==> src/hw/rtl/dss_pkg.sv <==
package dss_pkg;

    // Longest separator the match window supports (1 to 8)
    localparam int SEP_MAX = 8;

    // Window fill count, also wide enough to hold SEP_MAX itself
    localparam int FILL_W = $clog2(SEP_MAX + 1);

    // Result queue depth; a flush gives at most SEP_MAX + 1 results
    localparam int RES_MAX = SEP_MAX + 2;
    localparam int CNT_W   = $clog2(RES_MAX + 1);

    // Register file
    localparam int CFG_IDX_W = 2;
    localparam logic [CFG_IDX_W-1:0] CFG_MATCH_ANY = 2'd0;
    localparam logic [CFG_IDX_W-1:0] CFG_SEP_LEN   = 2'd1;
    localparam logic [CFG_IDX_W-1:0] CFG_SEP_BYTES = 2'd2;

    // Result kinds
    typedef enum logic [1:0] {
        KIND_BYTE      = 2'd0,
        KIND_TOKEN_END = 2'd1,
        KIND_LIST_END  = 2'd2
    } t_kind;

    typedef struct packed {
        t_kind      kind;
        logic [7:0] data;
    } t_res;

endpackage

==> src/hw/rtl/delimiter_string_splitter.sv <==
// Delimiter string splitter
//
// Input stream: one beat per string byte (tdata = byte, tuser = 0), closed by
// one end-of-string beat (tuser = 1, tdata ignored). Output stream: one beat
// per result; tuser gives the kind (token byte, token end, list end), tdata
// the byte for token bytes and zero otherwise, tlast marks the last result
// caused by one input beat. A beat whose byte is still held as a possible
// separator start causes no output apart from window bytes released ahead of it.
// Configuration is a plain write port (index, data) used while the stream is
// idle: match-any mode, separator length, separator bytes.
// Each accepted beat is evaluated in the accept cycle and its results land in
// a result register queue; the first result is valid in the next cycle.
// The result queue drains one beat per cycle while m_axis_tready is high; an
// input beat causes up to SEP_MAX + 1 results on a flush. Beats that cause
// zero or one result stream at one per cycle while m_axis_tready stays high.
// s_axis_tready is high when the queue is empty or its last result is being taken this cycle.
// A stall on m_axis_tready holds the queue and, once it is non-empty past its
// last entry, back-pressures the input. Reset clears the window, the token
// state, the queue and all configuration registers.
module delimiter_string_splitter
    import dss_pkg::*;
(
    input  logic                 i_clk,
    input  logic                 i_rst_n,
    // Input stream
    input  logic                 s_axis_tvalid,
    output logic                 s_axis_tready,
    input  logic [7:0]           s_axis_tdata,   // [7:0] char_byte
    input  logic                 s_axis_tuser,   // [0] end_of_string
    // Output stream
    output logic                 m_axis_tvalid,
    input  logic                 m_axis_tready,
    output logic [7:0]           m_axis_tdata,   // [7:0] token_byte
    output logic [1:0]           m_axis_tuser,   // [1:0] result_kind
    output logic                 m_axis_tlast,
    // Configuration writes
    input  logic                 i_cfg_we,
    input  logic [CFG_IDX_W-1:0] i_cfg_idx,
    input  logic [63:0]          i_cfg_wdata
);

    // Configuration
    logic        r_any;
    logic [3:0]  r_sep_len;
    logic [63:0] r_sep;

    // Match state
    logic [7:0]        r_win [SEP_MAX];
    logic [FILL_W-1:0] r_fill;
    logic              r_has;

    // Result queue, head at entry 0
    t_res             r_buf [RES_MAX];
    logic [CNT_W-1:0] r_cnt;

    // Next values
    logic [7:0]        n_win [SEP_MAX];
    logic [FILL_W-1:0] n_fill;
    logic              n_has;
    t_res              n_buf [RES_MAX];
    logic [CNT_W-1:0]  n_cnt;

    logic              acc;
    logic              pop;
    logic [FILL_W-1:0] len;
    logic [7:0]        sep_b [SEP_MAX];
    logic [7:0]        wv [SEP_MAX];
    logic [FILL_W-1:0] wn;
    logic [SEP_MAX-1:0] cand;
    logic [FILL_W-1:0] k_sel;
    logic              sub_match;
    logic              any_hit;
    logic [FILL_W-1:0] rel_cnt;
    logic [1:0]        n_extra;
    t_res              e0;
    t_res              e1;

    // Handshakes
    assign s_axis_tready = (r_cnt == '0) || ((r_cnt == CNT_W'(1)) && m_axis_tready);
    assign acc           = s_axis_tvalid && s_axis_tready;
    assign m_axis_tvalid = (r_cnt != '0);
    assign pop           = m_axis_tvalid && m_axis_tready;
    assign m_axis_tdata  = r_buf[0].data;
    assign m_axis_tuser  = r_buf[0].kind;
    assign m_axis_tlast  = (r_cnt == CNT_W'(1));

    // Effective separator length, saturated at SEP_MAX
    assign len = (r_sep_len > 4'(SEP_MAX)) ? FILL_W'(SEP_MAX) : FILL_W'(r_sep_len);

    // Window with the incoming byte appended
    always_comb begin
        for (int j = 0; j < SEP_MAX; j++) begin
            sep_b[j] = r_sep[8*j +: 8];
            wv[j]    = (FILL_W'(j) < r_fill) ? r_win[j] : s_axis_tdata;
        end
    end
    assign wn = r_fill + FILL_W'(1);

    // Candidate match starts: suffix from k is a non-empty separator prefix
    always_comb begin
        for (int k = 0; k < SEP_MAX; k++) begin
            cand[k] = (FILL_W'(k) < wn) && ((wn - FILL_W'(k)) <= len);
            for (int i = 0; i < SEP_MAX; i++) begin
                if (k + i < SEP_MAX) begin
                    if ((FILL_W'(k + i) < wn) && (wv[k + i] != sep_b[i])) begin
                        cand[k] = 1'b0;
                    end
                end
            end
        end
    end

    // Leftmost candidate; none means the whole window is released
    always_comb begin
        k_sel = wn;
        for (int k = SEP_MAX - 1; k >= 0; k--) begin
            if (cand[k]) begin
                k_sel = FILL_W'(k);
            end
        end
    end
    assign sub_match = (k_sel < wn) && ((wn - k_sel) == len);

    // Any-character hit
    always_comb begin
        any_hit = 1'b0;
        for (int i = 0; i < SEP_MAX; i++) begin
            if ((FILL_W'(i) < len) && (s_axis_tdata == sep_b[i])) begin
                any_hit = 1'b1;
            end
        end
    end

    // Results and next state for the accepted beat
    always_comb begin
        e0      = '{kind: KIND_LIST_END, data: 8'h00};
        e1      = '{kind: KIND_LIST_END, data: 8'h00};
        n_extra = 2'd1;
        rel_cnt = r_fill;
        n_fill  = '0;
        n_has   = 1'b0;
        for (int j = 0; j < SEP_MAX; j++) begin
            n_win[j] = r_win[j];
        end

        if (s_axis_tuser) begin
            // End of string: flush, close a non-empty token, close the list
            if (r_has || (r_fill != '0)) begin
                e0      = '{kind: KIND_TOKEN_END, data: 8'h00};
                n_extra = 2'd2;
            end
        end else if (r_any) begin
            // Pending bytes go out first, then the byte itself is judged
            if (any_hit) begin
                e0 = '{kind: KIND_TOKEN_END, data: 8'h00};
            end else begin
                e0    = '{kind: KIND_BYTE, data: s_axis_tdata};
                n_has = 1'b1;
            end
        end else begin
            rel_cnt = k_sel;
            if (sub_match) begin
                e0 = '{kind: KIND_TOKEN_END, data: 8'h00};
            end else begin
                n_extra = 2'd0;
                n_fill  = wn - k_sel;
                n_has   = r_has || (k_sel != '0);
                for (int k = 0; k < SEP_MAX; k++) begin
                    if (k_sel == FILL_W'(k)) begin
                        for (int j = 0; j + k < SEP_MAX; j++) begin
                            n_win[j] = wv[j + k];
                        end
                    end
                end
            end
        end

        // Released bytes, then the closing results
        for (int p = 0; p < RES_MAX; p++) begin
            if (p < SEP_MAX && (CNT_W'(p) < CNT_W'(rel_cnt))) begin
                n_buf[p] = '{kind: KIND_BYTE, data: wv[(p < SEP_MAX) ? p : 0]};
            end else if (CNT_W'(p) == CNT_W'(rel_cnt)) begin
                n_buf[p] = e0;
            end else begin
                n_buf[p] = e1;
            end
        end
        n_cnt = CNT_W'(rel_cnt) + CNT_W'(n_extra);
    end

    // Control state and configuration
    always_ff @(posedge i_clk) begin
        if (!i_rst_n) begin
            r_any     <= 1'b0;
            r_sep_len <= '0;
            r_sep     <= '0;
            r_fill    <= '0;
            r_has     <= 1'b0;
            r_cnt     <= '0;
        end else begin
            if (i_cfg_we) begin
                case (i_cfg_idx)
                    CFG_MATCH_ANY: r_any     <= i_cfg_wdata[0];
                    CFG_SEP_LEN:   r_sep_len <= i_cfg_wdata[3:0];
                    CFG_SEP_BYTES: r_sep     <= i_cfg_wdata;
                    default: ;
                endcase
            end
            if (acc) begin
                r_fill <= n_fill;
                r_has  <= n_has;
                r_cnt  <= n_cnt;
            end else if (pop) begin
                r_cnt <= r_cnt - CNT_W'(1);
            end
        end
    end

    // Payload: window bytes and result queue
    always_ff @(posedge i_clk) begin
        if (acc) begin
            r_win <= n_win;
            r_buf <= n_buf;
        end else if (pop) begin
            for (int p = 0; p < RES_MAX - 1; p++) begin
                r_buf[p] <= r_buf[p + 1];
            end
        end
    end

    // Checks
    a_fill_below_max: assert property (@(posedge i_clk) disable iff (!i_rst_n)
        r_fill < FILL_W'(SEP_MAX))
        else $error("match window reached full depth");

    a_cnt_bound: assert property (@(posedge i_clk) disable iff (!i_rst_n)
        r_cnt <= CNT_W'(RES_MAX))
        else $error("result queue overrun");

    a_any_mode_empties: assert property (@(posedge i_clk) disable iff (!i_rst_n)
        (acc && (r_any || s_axis_tuser)) |=> (r_fill == '0))
        else $error("window not emptied in any-character mode or on flush");

    a_drain_idle: assert property (@(posedge i_clk) disable iff (!i_rst_n)
        (pop && m_axis_tlast && !acc) |=> !m_axis_tvalid)
        else $error("output valid after last result drained");

    a_nonbyte_zero: assert property (@(posedge i_clk) disable iff (!i_rst_n)
        (m_axis_tvalid && (m_axis_tuser != KIND_BYTE)) |-> (m_axis_tdata == 8'h00))
        else $error("non-byte result carries data");

endmodule
==> config.mk <==
export PLATFORM = sky130hd
export DESIGN_NAME = delimiter_string_splitter
export DESIGN_NICKNAME = d
export VERILOG_FILES = /design/src/hw/rtl/dss_pkg.sv /design/src/hw/rtl/delimiter_string_splitter.sv
export SDC_FILE = /design/constraint.sdc
export NUM_CORES = 1
export LEC_CHECK = 0
export BUFFER_PORTS_ARGS = -buffer_cell sky130_fd_sc_hd__buf_2
export CORE_ASPECT_RATIO = 1.5
export CORE_UTILIZATION = 40
export CTS_CLUSTER_SIZE = 16
export DETAILED_ROUTE_END_ITERATION = 6
export PLACE_DENSITY = 0.53
export REMOVE_ABC_BUFFERS = 1
export SLEW_MARGIN = 15
export SYNTH_ARGS = -nofsm -noshare
export SYNTH_HDL_FRONTEND = slang
export SYNTH_SLANG_ARGS = --single-unit
export TNS_END_PERCENT = 30
==> constraint.sdc <==
create_clock -name i_clk -period 11.87 [get_ports i_clk]
set_input_delay 1.187 -clock i_clk [delete_from_list [all_inputs] [get_ports i_clk]]
set_output_delay 1.187 -clock i_clk [all_outputs]
set_load 0.005 [all_outputs]
==> metrics.md <==
| Metric | Value |
|---|---|
| Final #Nets | `2,430` |
| Critical Path End Type | `flop` |
| Main flop type after synthesis | `edfxtp_1` |
| Min Hold Slack | `507 ps` |
| CP required | `12,380 ps` |
| Crit Path Max Fanout | `39` |
| IO Pins | `93` |
| Post-synthesis sequential area ratio | `0.321` |
| H-tree depth | `1` |
| Crit start category | `flop` |
| IO Port Bufs | `92` |
| Num rows | `100` |
| CTS-repair resized insts | `0` |
| Cells after Synth | `2,326` |
| Drt pass-1 iters | `7` |
| Sum Neg Setup Slack | `0 ps` |
| Total gr overflow | `0` |
| Failing checks | `DRC` |
| Mean Syn Cell Area | `8.69 sq um` |
| Area grow syn2layout | `9.39%` |
| Max Root-Sink Buffers | `3` |
| DR vias | `19,300` |
| Power per cell area | `147 mW/mm^2` |
| Layout cells sized above 1 | `0.140` |
| Pin count of the biggest net entering global routing | `78` |
| Die width | `186 microns` |
| Die area | `0.0514 sq mm` |
| Vias per cell | `6.46` |
| Worst slew pin tran | `1290 ps` |
| # diodes | `0` |
| Syn. warnings | `0` |
| Maximum clock frequency | `115 MHz` |
| Max-Cap Viols | `0` |
| TritonCTS clock tree | `done` |
| Starting density of the core | `0.406` |
| Seq cells post-synth | `242` |
| Fillers | `5,031` |
| Leak | `8.14 nW` |
| Sink Count | `242` |
| Fin crit share | `0.736` |
| Max VDD drop | `0.000215 V` |
| Number of DRC markers in iteration 0 | `2,028` |
| Clk_lat worst skew | `600 ps` |
| Hpwl dp | `68.5 mm` |
| FFs w/ async S/R, synth | `0` |
| Die Ht | `277 microns` |
| Crit Path Category | `reg -> reg` |
| Max-slew violations | `0` |
| Wirelength per Cell | `32.2 microns` |
| Postcts setup bufs | `0` |
| Root Buffer | `clkbuf_16` |
| First-pass GRT wire length | `137 mm` |
| CTS buffer count | `26` |
| Clock slew at reported path FFs | `70 ps` |
| Min Tclk post-route | `8730 ps` |
| Status | `complete, but fails checks` |
| Initial antenna violation count | `0` |
| All-Layer GR Usage | `0.373` |
| WP data arrival | `9240 ps` |
| DRC violation count after routing | `3` |
| EDFF count, synth | `164` |
| Area taken by multi-input logic gates | `0.0125 sq mm` |
| CORE AREA | `0.0498 sq mm` |
| Vias in the first global route | `19,000` |
| RSZ-0062 raised after global routing | `no` |
| Post-CTS Hold Fix Bufs | `0` |
| Slew margin rel. | `0.117` |
| Mapped Area | `0.0202 sq mm` |
| Total wire length | `96.3 mm` |
| Reg area | `0.00649 sq mm` |
| Clock Skew | `34.7 ps` |
| Post-route ant nets | `0` |
| Setup Viol. Count Final | `0` |
| Final Hold Viols | `0` |
| Netlist cell types | `107` |
| Min-delay worst type | `reg -> reg` |
| Final GP Congestion | `1.00` |
[placed cells by master, fill, tap and decap left out, drive strengths merged, types with 9 or more instances in the layout]
cell type    n
xor2       101
or2         10
o22ai       15
inv         80
a21o        10
o21a        39
nand2      274
a211oi      20
nand4       55
o31ai       16
and2        11
o221ai      44
o21ai      125
ha          37
a221oi      11
mux2        19
o2111ai     10
a31oi       21
clkbuf      29
buf        181
a21oi      148
o211ai      27
nor2b       34
dfxtp       78
xnor2      196
nor4        37
edfxtp     164
nand3       48
o41ai        9
nor2       116
mux2i      133
a22oi       21
nor3        33
or3         20
nand2b      23
[metrics by stage]
stage	worst slack, ps	instance area (sq um)	instances	util	total power [mW]
6_report	3140	22100	2994	0.444	3.25
2_1_floorplan	3800	19200	2102	-	1.97
3_5_place_dp	3220	21200	2945	0.426	2.36
5_1_grt	2710	22100	2994	0.444	3.40
4_1_cts	3280	22100	2993	0.444	3.25
3_3_place_gp	3250	21200	2945	0.425	2.35
[state kept, by name, summed over array words and instances, names as in the netlist]
signal / flops
r_buf: 90
r_sep: 64
r_win: 64
m_axis_tdata: 8
r_cnt: 4
r_fill: 4
r_sep_len: 4
m_axis_tuser: 2
r_any: 1
r_has: 1
[synthesized netlist by cell type, types with 31 or more instances]
cell type / n / area (sq um)
o21ai_0: 99 / 495
xor2_1: 100 / 876
nor4_1: 31 / 194
xnor2_1: 195 / 1710
nand4_1: 54 / 338
mux2i_1: 115 / 1150
buf_2: 42 / 210
nor2_1: 114 / 428
edfxtp_1: 164 / 4920
o21a_1: 39 / 293
ha_1: 37 / 463
clkbuf_1: 126 / 473
a21oi_1: 148 / 741
dfxtp_1: 78 / 1560
o221ai_1: 44 / 385
inv_1: 72 / 270
nor2b_1: 34 / 213
nand2_1: 273 / 1020
nand3_1: 48 / 240
[routing by layer]
metal / wire (microns) / track usage
met5: 0 / 0
met4: 9830 / 0.324
met3: 7400 / 0.0692
met2: 43600 / 0.587
met1: 35500 / 0.432
[worst max-delay path, stage by stage (launching register included)]
cell      delay (ps)
dfxtp_1          790
ha_1             440
xor2_1           740
inv_1            240
ha_1             450
o21bai_1         450
nor4bb_1         510
nand4_1          190
nor3_2           450
o21ai_1          190
o211ai_4         200
buf_4            490
inv_2            390
ha_1             340
fa_1             440
xnor2_1          230
xnor2_1          150
nor4_1            90
o21a_1           150
a21oi_1          300
nor2_1            80
ha_1             230
fa_1             370
or3_1            370
a32o_1           250
a21oi_1          130
[area by class of cell]
cell class / count / area share
Tap cell: 663 / 0.0375
Clock inverter: 19 / 0.00962
Clock buffer: 29 / 0.0309
Inverter: 78 / 0.0132
Multi-Input combinational cell: 1782 / 0.564
Sequential cell: 242 / 0.294
Timing Repair Buffer: 181 / 0.0511
[logic make-up (layout without fill, tap and decap cells)]
logic type	after synthesis	after routing	share of synthesized area
muxes	152	152	0.0833
buffers and inverters	302	307	0.0658
AOI/OAI and AO/OA	600	600	0.205
and+or+nand+nor	694	694	0.171
xor gates and xnor gates	297	297	0.129
DFF	242	242	0.321
adders and majority gates	39	39	0.0249
[path summary, 6_finish.rpt]
path | from | to | slack (ps) | cells after the start
worst min register to register | r_cnt[3] | r_cnt[3] | 510 | 2
worst max register to register | r_fill[1] | r_cnt[2] | 3140 | 25
worst min-delay path | r_cnt[3] | r_cnt[3] | 510 | 2
worst max-delay path | r_fill[1] | r_cnt[2] | 3140 | 25
[power breakdown]
part           switching, mW  internal, mW
combinational          0.634         0.346
clock                  0.379         0.503
sequential             0.145          1.24
Power figures use the tool's default switching activity.
